$ cat src/sv/smmc_pkg.sv
// shared types and constants of the shutter motor move controller
package smmc_pkg;

	// request kinds carried in tuser
	localparam logic [2:0] REQ_TICK   = 3'd0;
	localparam logic [2:0] REQ_UP     = 3'd1;
	localparam logic [2:0] REQ_DOWN   = 3'd2;
	localparam logic [2:0] REQ_PULSE  = 3'd3;
	localparam logic [2:0] REQ_TARGET = 3'd4;

	// event codes
	localparam logic [2:0] EV_NONE       = 3'd0;
	localparam logic [2:0] EV_STOP       = 3'd1;
	localparam logic [2:0] EV_MAX_TIME   = 3'd2;
	localparam logic [2:0] EV_PULSE_LOST = 3'd3;
	localparam logic [2:0] EV_TARGET     = 3'd4;
	localparam logic [2:0] EV_START_UP   = 3'd5;
	localparam logic [2:0] EV_START_DOWN = 3'd6;

	// motion directions
	localparam logic signed [1:0] DIR_DOWN = -2'sd1;
	localparam logic signed [1:0] DIR_STOP = 2'sd0;
	localparam logic signed [1:0] DIR_UP   = 2'sd1;

	// register indexes
	localparam logic [2:0] REG_MAX_MOVE   = 3'd0;
	localparam logic [2:0] REG_PULSE_GAP  = 3'd1;
	localparam logic [2:0] REG_STOP_DELAY = 3'd2;
	localparam logic [2:0] REG_REBOOT     = 3'd3;
	localparam logic [2:0] REG_START_POS  = 3'd4;

	localparam logic [23:0] MAX_MOVE_RST   = 24'd60000;
	localparam logic [23:0] PULSE_GAP_RST  = 24'd3000;
	localparam logic [15:0] STOP_DELAY_RST = 16'd500;
	localparam logic [31:0] REBOOT_RST     = 32'hFFFF_FFFF;
	localparam logic signed [15:0] START_POS_RST = 16'sd0;

	localparam logic [15:0] LONG_PRESS_MS    = 16'd2000;
	localparam logic [2:0]  LONG_PRESS_LIMIT = 3'd3;
	localparam logic [2:0]  LONG_PRESS_MAX   = 3'd7;
	localparam logic signed [15:0] NO_TARGET = -16'sd1;

	typedef struct packed {
		logic [23:0]        max_move_ms;
		logic [23:0]        max_pulse_gap_ms;
		logic [15:0]        stop_delay_ms;
		logic [31:0]        reboot_after_ms;
		logic signed [15:0] start_position;
	} cfg_t;

	typedef struct packed {
		logic [31:0]        now_ms;
		logic [31:0]        move_start_ms;
		logic [31:0]        last_pulse_ms;
		logic [31:0]        stop_time_ms;
		logic signed [1:0]  cur_dir;
		logic signed [1:0]  want_dir;
		logic signed [15:0] goal_pos;
		logic signed [15:0] pos_count;
		logic [2:0]         long_press_count;
	} state_t;

	typedef struct packed {
		logic [2:0]         req_type;
		logic [15:0]        hold_ms;
		logic signed [15:0] target_pos;
	} item_t;

	// declared highest field first so the packed form matches tdata
	typedef struct packed {
		logic               reboot_request;
		logic [2:0]         event_code;
		logic signed [15:0] position;
		logic signed [1:0]  moving_dir;
		logic               dir_down;
		logic               power_on;
	} result_t;

endpackage

$ cat src/sv/smmc_cfg.sv
// configuration registers behind the apb-style port
module smmc_cfg (
	input  logic                clk,
	input  logic                arst_n,
	input  logic                psel,
	input  logic                penable,
	input  logic                pwrite,
	input  logic [4:0]          paddr,
	input  logic [31:0]         pwdata,
	output logic [31:0]         prdata,
	output logic                pready,
	output smmc_pkg::cfg_t      cfg,
	output logic                pos_load
);
	import smmc_pkg::*;

	cfg_t       cfg_q;
	logic       wr_en;
	logic [2:0] reg_idx;

	assign pready   = 1'b1;
	assign reg_idx  = paddr[4:2];
	assign wr_en    = psel & penable & pwrite & pready;
	assign pos_load = wr_en && (reg_idx == REG_START_POS);
	assign cfg      = cfg_q;

	always_ff @(posedge clk or negedge arst_n) begin
		if (!arst_n) begin
			cfg_q.max_move_ms      <= MAX_MOVE_RST;
			cfg_q.max_pulse_gap_ms <= PULSE_GAP_RST;
			cfg_q.stop_delay_ms    <= STOP_DELAY_RST;
			cfg_q.reboot_after_ms  <= REBOOT_RST;
			cfg_q.start_position   <= START_POS_RST;
		end else if (wr_en) begin
			case (reg_idx)
				REG_MAX_MOVE:   cfg_q.max_move_ms      <= pwdata[23:0];
				REG_PULSE_GAP:  cfg_q.max_pulse_gap_ms <= pwdata[23:0];
				REG_STOP_DELAY: cfg_q.stop_delay_ms    <= pwdata[15:0];
				REG_REBOOT:     cfg_q.reboot_after_ms  <= pwdata;
				REG_START_POS:  cfg_q.start_position   <= pwdata[15:0];
				default: ;
			endcase
		end
	end

	always_comb begin
		case (reg_idx)
			REG_MAX_MOVE:   prdata = {8'd0, cfg_q.max_move_ms};
			REG_PULSE_GAP:  prdata = {8'd0, cfg_q.max_pulse_gap_ms};
			REG_STOP_DELAY: prdata = {16'd0, cfg_q.stop_delay_ms};
			REG_REBOOT:     prdata = cfg_q.reboot_after_ms;
			REG_START_POS:  prdata = {16'd0, cfg_q.start_position};
			default:        prdata = 32'd0;
		endcase
	end

endmodule

$ cat src/sv/smmc_step.sv
// event handling and move rule for one item, purely combinational
module smmc_step (
	input  smmc_pkg::cfg_t   cfg,
	input  smmc_pkg::state_t st,
	input  smmc_pkg::item_t  item,
	output smmc_pkg::state_t nxt,
	output smmc_pkg::result_t res
);
	import smmc_pkg::*;

	logic [31:0]        now1;
	logic [31:0]        last1;
	logic signed [15:0] pos1;
	logic signed [15:0] goal1;
	logic signed [1:0]  want1;
	logic [2:0]         lpc1;
	logic [31:0]        run_ms;
	logic [31:0]        quiet_ms;
	logic [31:0]        rest_ms;
	logic [31:0]        gap_lim;
	logic               moving;
	logic               halt;
	logic               start;
	logic               reboot;
	logic [2:0]         ev;

	always_comb begin
		moving = (st.cur_dir != DIR_STOP);
		now1   = st.now_ms;
		last1  = st.last_pulse_ms;
		pos1   = st.pos_count;
		goal1  = st.goal_pos;
		want1  = st.want_dir;
		lpc1   = st.long_press_count;

		// apply the event first
		case (item.req_type)
			REQ_TICK: now1 = st.now_ms + 32'd1;
			REQ_UP: begin
				if (item.hold_ms > LONG_PRESS_MS) begin
					if (st.long_press_count != LONG_PRESS_MAX)
						lpc1 = st.long_press_count + 3'd1;
				end else begin
					lpc1  = 3'd0;
					want1 = moving ? DIR_STOP : DIR_UP;
					goal1 = NO_TARGET;
				end
			end
			REQ_DOWN: begin
				want1 = moving ? DIR_STOP : DIR_DOWN;
				goal1 = NO_TARGET;
			end
			REQ_PULSE: begin
				if (moving)
					pos1 = st.pos_count + {{14{st.cur_dir[1]}}, st.cur_dir};
				last1 = st.now_ms;
			end
			REQ_TARGET: begin
				goal1 = item.target_pos;
				want1 = (st.pos_count > item.target_pos) ? DIR_DOWN : DIR_UP;
			end
			default: ;
		endcase

		reboot = (lpc1 > LONG_PRESS_LIMIT) ||
			(st.cur_dir == DIR_STOP && want1 == DIR_STOP && now1 > cfg.reboot_after_ms);

		// elapsed times wrap modulo 2^32
		run_ms   = now1 - st.move_start_ms;
		quiet_ms = now1 - last1;
		rest_ms  = now1 - st.stop_time_ms;
		gap_lim  = {8'd0, cfg.max_pulse_gap_ms};

		halt  = 1'b0;
		start = 1'b0;
		ev    = EV_NONE;
		if (moving && run_ms > {8'd0, cfg.max_move_ms}) begin
			halt = 1'b1;
			ev   = EV_MAX_TIME;
		end else if (moving && run_ms > gap_lim && quiet_ms > gap_lim) begin
			halt = 1'b1;
			ev   = EV_PULSE_LOST;
		end else if (moving && goal1 != NO_TARGET &&
				((want1 == DIR_DOWN && pos1 <= goal1) ||
				(want1 == DIR_UP && pos1 >= goal1))) begin
			halt = 1'b1;
			ev   = EV_TARGET;
		end else if (want1 == st.cur_dir) begin
			ev = EV_NONE;
		end else if (want1 == DIR_STOP) begin
			halt = 1'b1;
			ev   = EV_STOP;
		end else if (rest_ms < {16'd0, cfg.stop_delay_ms}) begin
			ev = EV_NONE;
		end else begin
			start = 1'b1;
			ev    = (want1 == DIR_UP) ? EV_START_UP : EV_START_DOWN;
		end

		nxt.now_ms           = now1;
		nxt.move_start_ms    = st.move_start_ms;
		nxt.last_pulse_ms    = last1;
		nxt.stop_time_ms     = st.stop_time_ms;
		nxt.cur_dir          = st.cur_dir;
		nxt.want_dir         = want1;
		nxt.goal_pos         = goal1;
		nxt.pos_count        = pos1;
		nxt.long_press_count = lpc1;
		if (halt) begin
			nxt.cur_dir      = DIR_STOP;
			nxt.want_dir     = DIR_STOP;
			nxt.stop_time_ms = now1;
		end
		if (start) begin
			nxt.cur_dir       = want1;
			nxt.move_start_ms = now1;
		end

		res.power_on       = (nxt.cur_dir != DIR_STOP);
		res.dir_down       = (nxt.cur_dir == DIR_DOWN);
		res.moving_dir     = nxt.cur_dir;
		res.position       = pos1;
		res.event_code     = ev;
		res.reboot_request = reboot;
	end

endmodule

$ cat src/sv/shutter_motor_move_controller.sv
// top level of the shutter motor move controller
// Takes one request beat per clock on the input stream: a 1 ms tick, an up or
// down button release, a reed position pulse or a target position. Each beat is
// registered, then the event and the move rule are evaluated against the
// controller state and the result beat is written to the output register;
// one beat per cycle is sustained while the output side keeps taking results.
// The output register lets a new request enter while a finished result waits.
// The configuration port is an apb-style slave with registers at byte offsets
// 0x00 max_move_ms, 0x04 max_pulse_gap_ms, 0x08 stop_delay_ms,
// 0x0c reboot_after_ms, 0x10 start_position; writing start_position also
// loads the position count. Write registers only while the stream is idle.
module shutter_motor_move_controller (
	input  logic        clk,
	input  logic        arst_n,
	input  logic        psel,
	input  logic        penable,
	input  logic        pwrite,
	input  logic [4:0]  paddr,
	input  logic [31:0] pwdata,
	output logic [31:0] prdata,
	output logic        pready,
	input  logic        s_axis_tvalid,
	output logic        s_axis_tready,
	input  logic [31:0] s_axis_tdata,  // hold_ms [15:0], target_pos [31:16]
	input  logic [2:0]  s_axis_tuser,  // req_type [2:0]
	output logic        m_axis_tvalid,
	input  logic        m_axis_tready,
	// power_on [0], dir_down [1], moving_dir [3:2], position [19:4],
	// event_code [22:20], reboot_request [23]
	output logic [23:0] m_axis_tdata
);
	import smmc_pkg::*;

	cfg_t    cfg;
	logic    pos_load;
	state_t  state_q;
	state_t  state_nxt;
	item_t   item_s1;
	logic    valid_s1;
	result_t res_nxt;
	result_t result_s2;
	logic    valid_s2;
	logic    advance;

	smmc_cfg u_cfg (
		.clk      (clk),
		.arst_n   (arst_n),
		.psel     (psel),
		.penable  (penable),
		.pwrite   (pwrite),
		.paddr    (paddr),
		.pwdata   (pwdata),
		.prdata   (prdata),
		.pready   (pready),
		.cfg      (cfg),
		.pos_load (pos_load)
	);

	smmc_step u_step (
		.cfg  (cfg),
		.st   (state_q),
		.item (item_s1),
		.nxt  (state_nxt),
		.res  (res_nxt)
	);

	assign advance       = valid_s1 && (!valid_s2 || m_axis_tready);
	assign s_axis_tready = !valid_s1 || advance;
	assign m_axis_tvalid = valid_s2;
	assign m_axis_tdata  = result_s2;

	always_ff @(posedge clk or negedge arst_n) begin
		if (!arst_n) begin
			valid_s1 <= 1'b0;
		end else if (s_axis_tready) begin
			valid_s1 <= s_axis_tvalid;
		end
	end

	always_ff @(posedge clk) begin
		if (s_axis_tvalid && s_axis_tready) begin
			item_s1.req_type   <= s_axis_tuser;
			item_s1.hold_ms    <= s_axis_tdata[15:0];
			item_s1.target_pos <= s_axis_tdata[31:16];
		end
	end

	always_ff @(posedge clk or negedge arst_n) begin
		if (!arst_n) begin
			valid_s2 <= 1'b0;
		end else if (advance) begin
			valid_s2 <= 1'b1;
		end else if (m_axis_tready) begin
			valid_s2 <= 1'b0;
		end
	end

	always_ff @(posedge clk) begin
		if (advance)
			result_s2 <= res_nxt;
	end

	// controller state moves on with every beat that leaves the input register
	always_ff @(posedge clk or negedge arst_n) begin
		if (!arst_n) begin
			state_q.now_ms           <= 32'd0;
			state_q.move_start_ms    <= 32'd0;
			state_q.last_pulse_ms    <= 32'd0;
			state_q.stop_time_ms     <= 32'd0;
			state_q.cur_dir          <= DIR_STOP;
			state_q.want_dir         <= DIR_STOP;
			state_q.goal_pos         <= NO_TARGET;
			state_q.pos_count        <= START_POS_RST;
			state_q.long_press_count <= 3'd0;
		end else if (advance) begin
			state_q <= state_nxt;
		end else if (pos_load) begin
			state_q.pos_count <= pwdata[15:0];
		end
	end

endmodule
$ cat config.mk
export PLATFORM = sky130hd
export DESIGN_NAME = shutter_motor_move_controller
export DESIGN_NICKNAME = d
export VERILOG_FILES = /design/src/sv/smmc_pkg.sv /design/src/sv/smmc_cfg.sv /design/src/sv/smmc_step.sv /design/src/sv/shutter_motor_move_controller.sv
export SDC_FILE = /design/constraint.sdc
export NUM_CORES = 1
export LEC_CHECK = 0
export BUFFER_PORTS_ARGS = -buffer_cell sky130_fd_sc_hd__buf_2
export CAP_MARGIN = 10
export CORE_MARGIN = 8
export CORE_UTILIZATION = 64
export CTS_CLUSTER_DIAMETER = 60
export DETAILED_ROUTE_END_ITERATION = 12
export GPL_ROUTABILITY_DRIVEN = 0
export PLACE_DENSITY = 0.83
export SLEW_MARGIN = 20
export SYNTH_ARGS = -nofsm -noshare
export SYNTH_HDL_FRONTEND = slang
export SYNTH_SLANG_ARGS = --single-unit
$ cat constraint.sdc
create_clock -name clk -period 15.6 [get_ports clk]
set_clock_uncertainty 0.15 [all_clocks]
set_input_delay 1.56 -clock clk [delete_from_list [all_inputs] [get_ports clk]]
set_output_delay 1.56 -clock clk [all_outputs]
set_load 0.01 [all_outputs]
# Yosys cells after proc, flatten, opt, wreduce, memory -nomap -nowiden
# Index checks and enable logic that the tools add are counted.
# totals
output_inout_bits,59
input_bits,79
wordCells,130
register_bits,340
# classes
eq_ne,14
bitwise_logic,2
n_addsub,6
reduce_logical,34
muxes,38
order_cmp,10
# op_table
cell,count
one-hot mux 32 bit (5 select lines),1
> comparator 32 x 24 -> 1 bit,3
subtractor 32 bit,3
two-way mux 16 bit,5
two-way mux 32 bit,2
one-hot mux 16 bit (3 select lines),1
adder 32 x 1 -> 32 bit (second input constant),1
> comparator 32 bit,1
less-than comparator 32 x 16 -> 1 bit,1
two-way mux 3 bit,7
adder 16 bit,1
>= comparator 16 bit,1
> comparator 16 x 11 -> 1 bit (second input constant),1
> comparator 16 bit,1
<= comparator 16 bit,1
!= test 16 x 1 -> 1 bit (second input constant),1
two-way mux 1 bit,15
AND reduction 2 bit,7
equality test 3 x 2 -> 1 bit (second input constant),4
logical AND 1 bit,12
two-way mux 2 bit,5
nonzero test 2 bit,4
equality test 3 x 1 -> 1 bit (second input constant),2
equality test 3 bit (second input constant),2
other kinds (14),22

# Longest topological paths before layout
# depth
depth_word,14
mapped_depth,32
depth_no_buf,29

# Modules after synthesis
# A second synthesis with hierarchy kept.
# hier_totals
cells_unflattened,2744
hier_area_um2,27304.9
# modules_own_cells
mod,instances,cells_per_inst,seq_area_each_um2,area_each_um2
smmc_step,1,1915,0.0,13339.0
shutter_motor_move_controller,1,458,6020.8,8682.1
smmc_cfg,1,371,2867.8,5283.8

# Worst setup path after synthesis
# No wires, ideal clock.
# synth_timing
path_type,register -> register
startpoint,register item_s1[33] (netlist name)
endpoint,register state_q[111] (netlist name)
path_stages_with_launch,30
setup_slack_ps,8367
arrival_time_ps,6958
period_less_slack_ps,7233
n_path_buf,2
setup_time_ps,125
required_ps,15325
path_cell_list,edfxtp_1 > clkbuf_1 > nor4b_1 > nand3_1 > nor4_1 > nand3_1 > xnor2_1 > ha_1 > a21oi_1 > o21ai_0 > a31oi_1 > o21ai_0 > a31o_2 > nand3_1 > and2_1 > xnor2_1 > ha_1 > a21o_1 > a21o_1 > a21oi_1 > o21ai_0 > or4b_2 > a21oi_1 > o221ai_1 > nor4_1 > a311o_1 > o211ai_4 > nor3_4 > buf_6 > mux2_2
# synth_lines
element,line_no,source
start: declaration,shutter_motor_move_controller.sv:38,item_t item_s1;
end signal: assignment,shutter_motor_move_controller.sv:116,state_q <= state_nxt;
end: declaration,shutter_motor_move_controller.sv:36,state_t state_q;

==> summary.md <==
| Metric | Value |
|---|---|
| I/O Buffers | 134 |
| First-pass GRT wire length | 112,000 microns |
| Worst min path class | register to register |
| Post-Layout Cell Count | between 3,000 and 4,000 |
| Synthesized net count | 3,130 |
| Worst path slowest cell | nor4_1 |
| Clk pin slew, worst setup/hold paths | around 0.060 ns |
| Critical Path RT | 15.89 ns |
| CP max FO | 32 |
| Relative slew slack | roughly 33% |
| Die width | 213 microns |
| Cts bufs inserted | 40 |
| Post-synthesis async set-or-reset flop share | 82.6% |
| Gr usage total | 30.8% |
| Final Setup Violations | 0 |
| Post-synthesis sequential area ratio | 35.9% |
| Vias per cell | 6.43 |
| Net Sw Frac | 40.7% |
| Residual DRC | 0 |
| RSZ-0062 raised after global routing | no |
| Peak VDD IR | between 0.09 and 0.1 mV |
| Setup TNS | 0 ns |
| Detail-routed net length per standard cell | 20.4 microns |
| Placed Cells | 3,376 |
| Most common cell in the netlist | nand2_1 |
| Ports | 138 |
| Row count | 72 |
| Vias in the first global route | 21,722 |
| Initial core utilization | 64.4% |
| Post-Synth Adder-Cell Area | 13.5% |
| CP peak stage delay | 0.92 ns |
| Comb pwr share | between 50% and 60% |
| Initial antenna violation count | 2 |
| #FFs+latches synth | 340 |
| Die Footprint | 45,300 sq um |
| Min Tclk post-route | 10.08 ns |
| Kind of critical path | register to register |
| GRT overflow | 0 |
| Clk buf depth | 3 |
| Post-route ant nets | 0 |
| Total leakage power | between 10 and 15 nW |
| Post_cts resized | 0 |
| Outcome | finished clean |
| Synth Area in XOR/XNOR | under 10% |
| Post-synthesis mux area share | under 10% |
| H-tree lvl count | 2 |
| Max-slew violation count | 0 |
| Clock power frac | between 20% and 30% |
| CTS tree | yes |
| Core area | 38,500 sq um |
| Post-synth EDFFs | 59 |
| Yosys warnings | 0 |
| Critical Path Most Common Cell | nand2_1 |
| Final Hold Viols | 0 |
| Data arrival, critical path | 10.37 ns |
| Layout cells sized above 1 | 13.5% |
| Int Power | 2.67 mW |
| CP bufs+invs | 2 |
| F_max | 99.2 MHz |
| Cells after Synth | about 2,800 |
| Clk_lat worst skew | 0.57 ns |
| Largest net degree at the start of global routing | between 150 and 200 |
| Simple-Gate Fraction of Synth Area | about 16% |
| Synth top area cells | dfrtp_1 22%, ha_1 13%, dfstp_2 7.2% |
| Most frequent cells after synthesis | 375 x nand2_1, 266 x o21ai_0, 258 x ha_1 |
| # diodes | 0 |
| Largest family of logic cells by synthesized area | compound AO/OA/AOI/OAI gates |
| Area share of the largest cell type after synthesis | between 20% and 30% |
| Die Ht | 213 microns |
| P&R area growth vs syn | 10.6% |
| Post-CTS Hold Buffers | 0 |
| Sw Pwr | 1.83 mW |
| Total setup buffers inserted after CTS | 0 |
| Synth area leader | dfrtp_1 |
| Post-Syn Area | 24,800 sq um |
| Mean post-synth cell area | approximately 8.9 sq um |
| Post-synthesis cell type count | 88 |
| CTS sink count | 340 |
| Worst Max-Slew Pin Slew | around 1.0 ns |
| Flop pwr share | 26.5% |
| Tcrit/Tclk final | 64.6% |
| Starting DRT DRC Count | 2,208 |
| DRT Pass-1 Iters | 6 |
| Crit path max-delay family | simple AND/OR/NAND/NOR gates |
| Startpoint Class | register |
| MaxCap Viol Count | 0 |
| Main synth FF type | dfrtp_1 |
| Dpl hpwl | 52,400 microns |
| Clk root buf | clkbuf_16 |
| Via count | 22,175 |
| Pwr dens | 164 nW/um^2 |
| Final nets | 3,241 |
| Routed WL | 70,200 microns |
| Element type at the critical path end | register |
| Layout fillers | between 2,000 and 3,000 |
| Synth Area in Compound Gates | between 10% and 20% |
[power by group through the flow]
stage,clock [mW],sequential (mW),combinational [mW]
final,0.998,1.20,2.31
after global routing,1.04,1.21,2.56
after CTS,1.00,1.19,2.26
after detailed placement,0,1.21,2.24
after global placement,0,1.20,2.12
after floorplan,0,1.18,1.67
[logic make-up (layout without fill, tap and decap cells)]
logic type | Yosys count | count (layout)
buffers and inverters | 320 | 461
xor gates and xnor gates | 140 | 140
DFF | 340 | 340
AOI/OAI and AO/OA | 762 | 762
other | 1 | 1
adders and majority gates | 265 | 265
muxes | 121 | 121
and+or+nand+nor | 840 | 840
[routing by layer]
metal	GRT usage [%]	share of wire, %
met5	0	0.036
met4	19.8	7.1
met3	5.52	8.2
met2	49.3	46
met1	38.4	39
[stage by stage]
step	area [sq um]	utilization, %	setup WS, ns	power (mW)	hold slack (ns)
after floorplan	24800	-	8.37	2.86	0.296
after global placement	26000	67.6	6.32	3.31	0.307
after detailed placement	26000	67.6	6.07	3.44	0.314
after CTS	27400	71.2	6.01	4.46	0.329
after global routing	27400	71.2	5.24	4.81	0.351
final	27400	71.2	5.52	4.51	0.333
[layout make-up]
cell class	instances	area, sq um	share of cell area (%)
Sequential cell	340	8890	32.4
Multi-Input combinational cell	2129	14700	53.5
Timing Repair Buffer	174	993	3.63
Clock buffer	55	1160	4.23
Inverter	215	807	2.95
Tap cell	518	648	2.37
Clock inverter	17	233	0.849
[worst reg2reg max path, delay by kind of cell, from the launching register on]
family                   cells  cell delay (ns)
adder cells (fa/ha/maj)      2             0.71
AO/OA/AOI/OAI                7             1.79
flip-flops                   1             0.63
buffers and inverters        2             0.66
AND/OR/NAND/NOR             15             5.22
multiplexers                 1             0.44
XOR/XNOR                     2             0.37
[worst paths after layout]
check,start,cells after the start,slack [ns],to
worst max-delay path,item_s1[32],29,5.52,state_q[132]
worst min-delay path,state_q[87],2,0.33,state_q[87]
worst max register to register,item_s1[32],29,5.52,state_q[132]
worst min register to register,state_q[87],2,0.33,state_q[87]
max in group asynchronous,arst_n,2,12.95,state_q[99]
min in group asynchronous,arst_n,1,0.87,u_cfg.cfg[90]
[state kept, by name, indices dropped and copies added, names as in the netlist]
| register | flops |
|---|---|
| u_cfg.cfg | 112 |
| m_axis_tvalid | 1 |
| valid_s1 | 1 |
| m_axis_tdata | 24 |
| item_s1 | 35 |
| state_q | 167 |
[cells in the final DEF (no fill, tap or decap), drive strengths merged, types with 47 or more instances in the layout]
cell type | synthesis | layout
a21o | 59 | 59
a21oi | 176 | 176
buf | 11 | 174
clkbuf | 94 | 55
dfrtp | 213 | 213
dfstp | 68 | 68
edfxtp | 59 | 59
ha | 258 | 258
inv | 213 | 217
mux2 | 68 | 68
mux2i | 53 | 53
nand2 | 375 | 375
nand3 | 57 | 57
nand4 | 47 | 47
nor2 | 149 | 149
o21ai | 270 | 270
xnor2 | 84 | 84
xor2 | 54 | 54
Power figures use the tool's default switching activity.
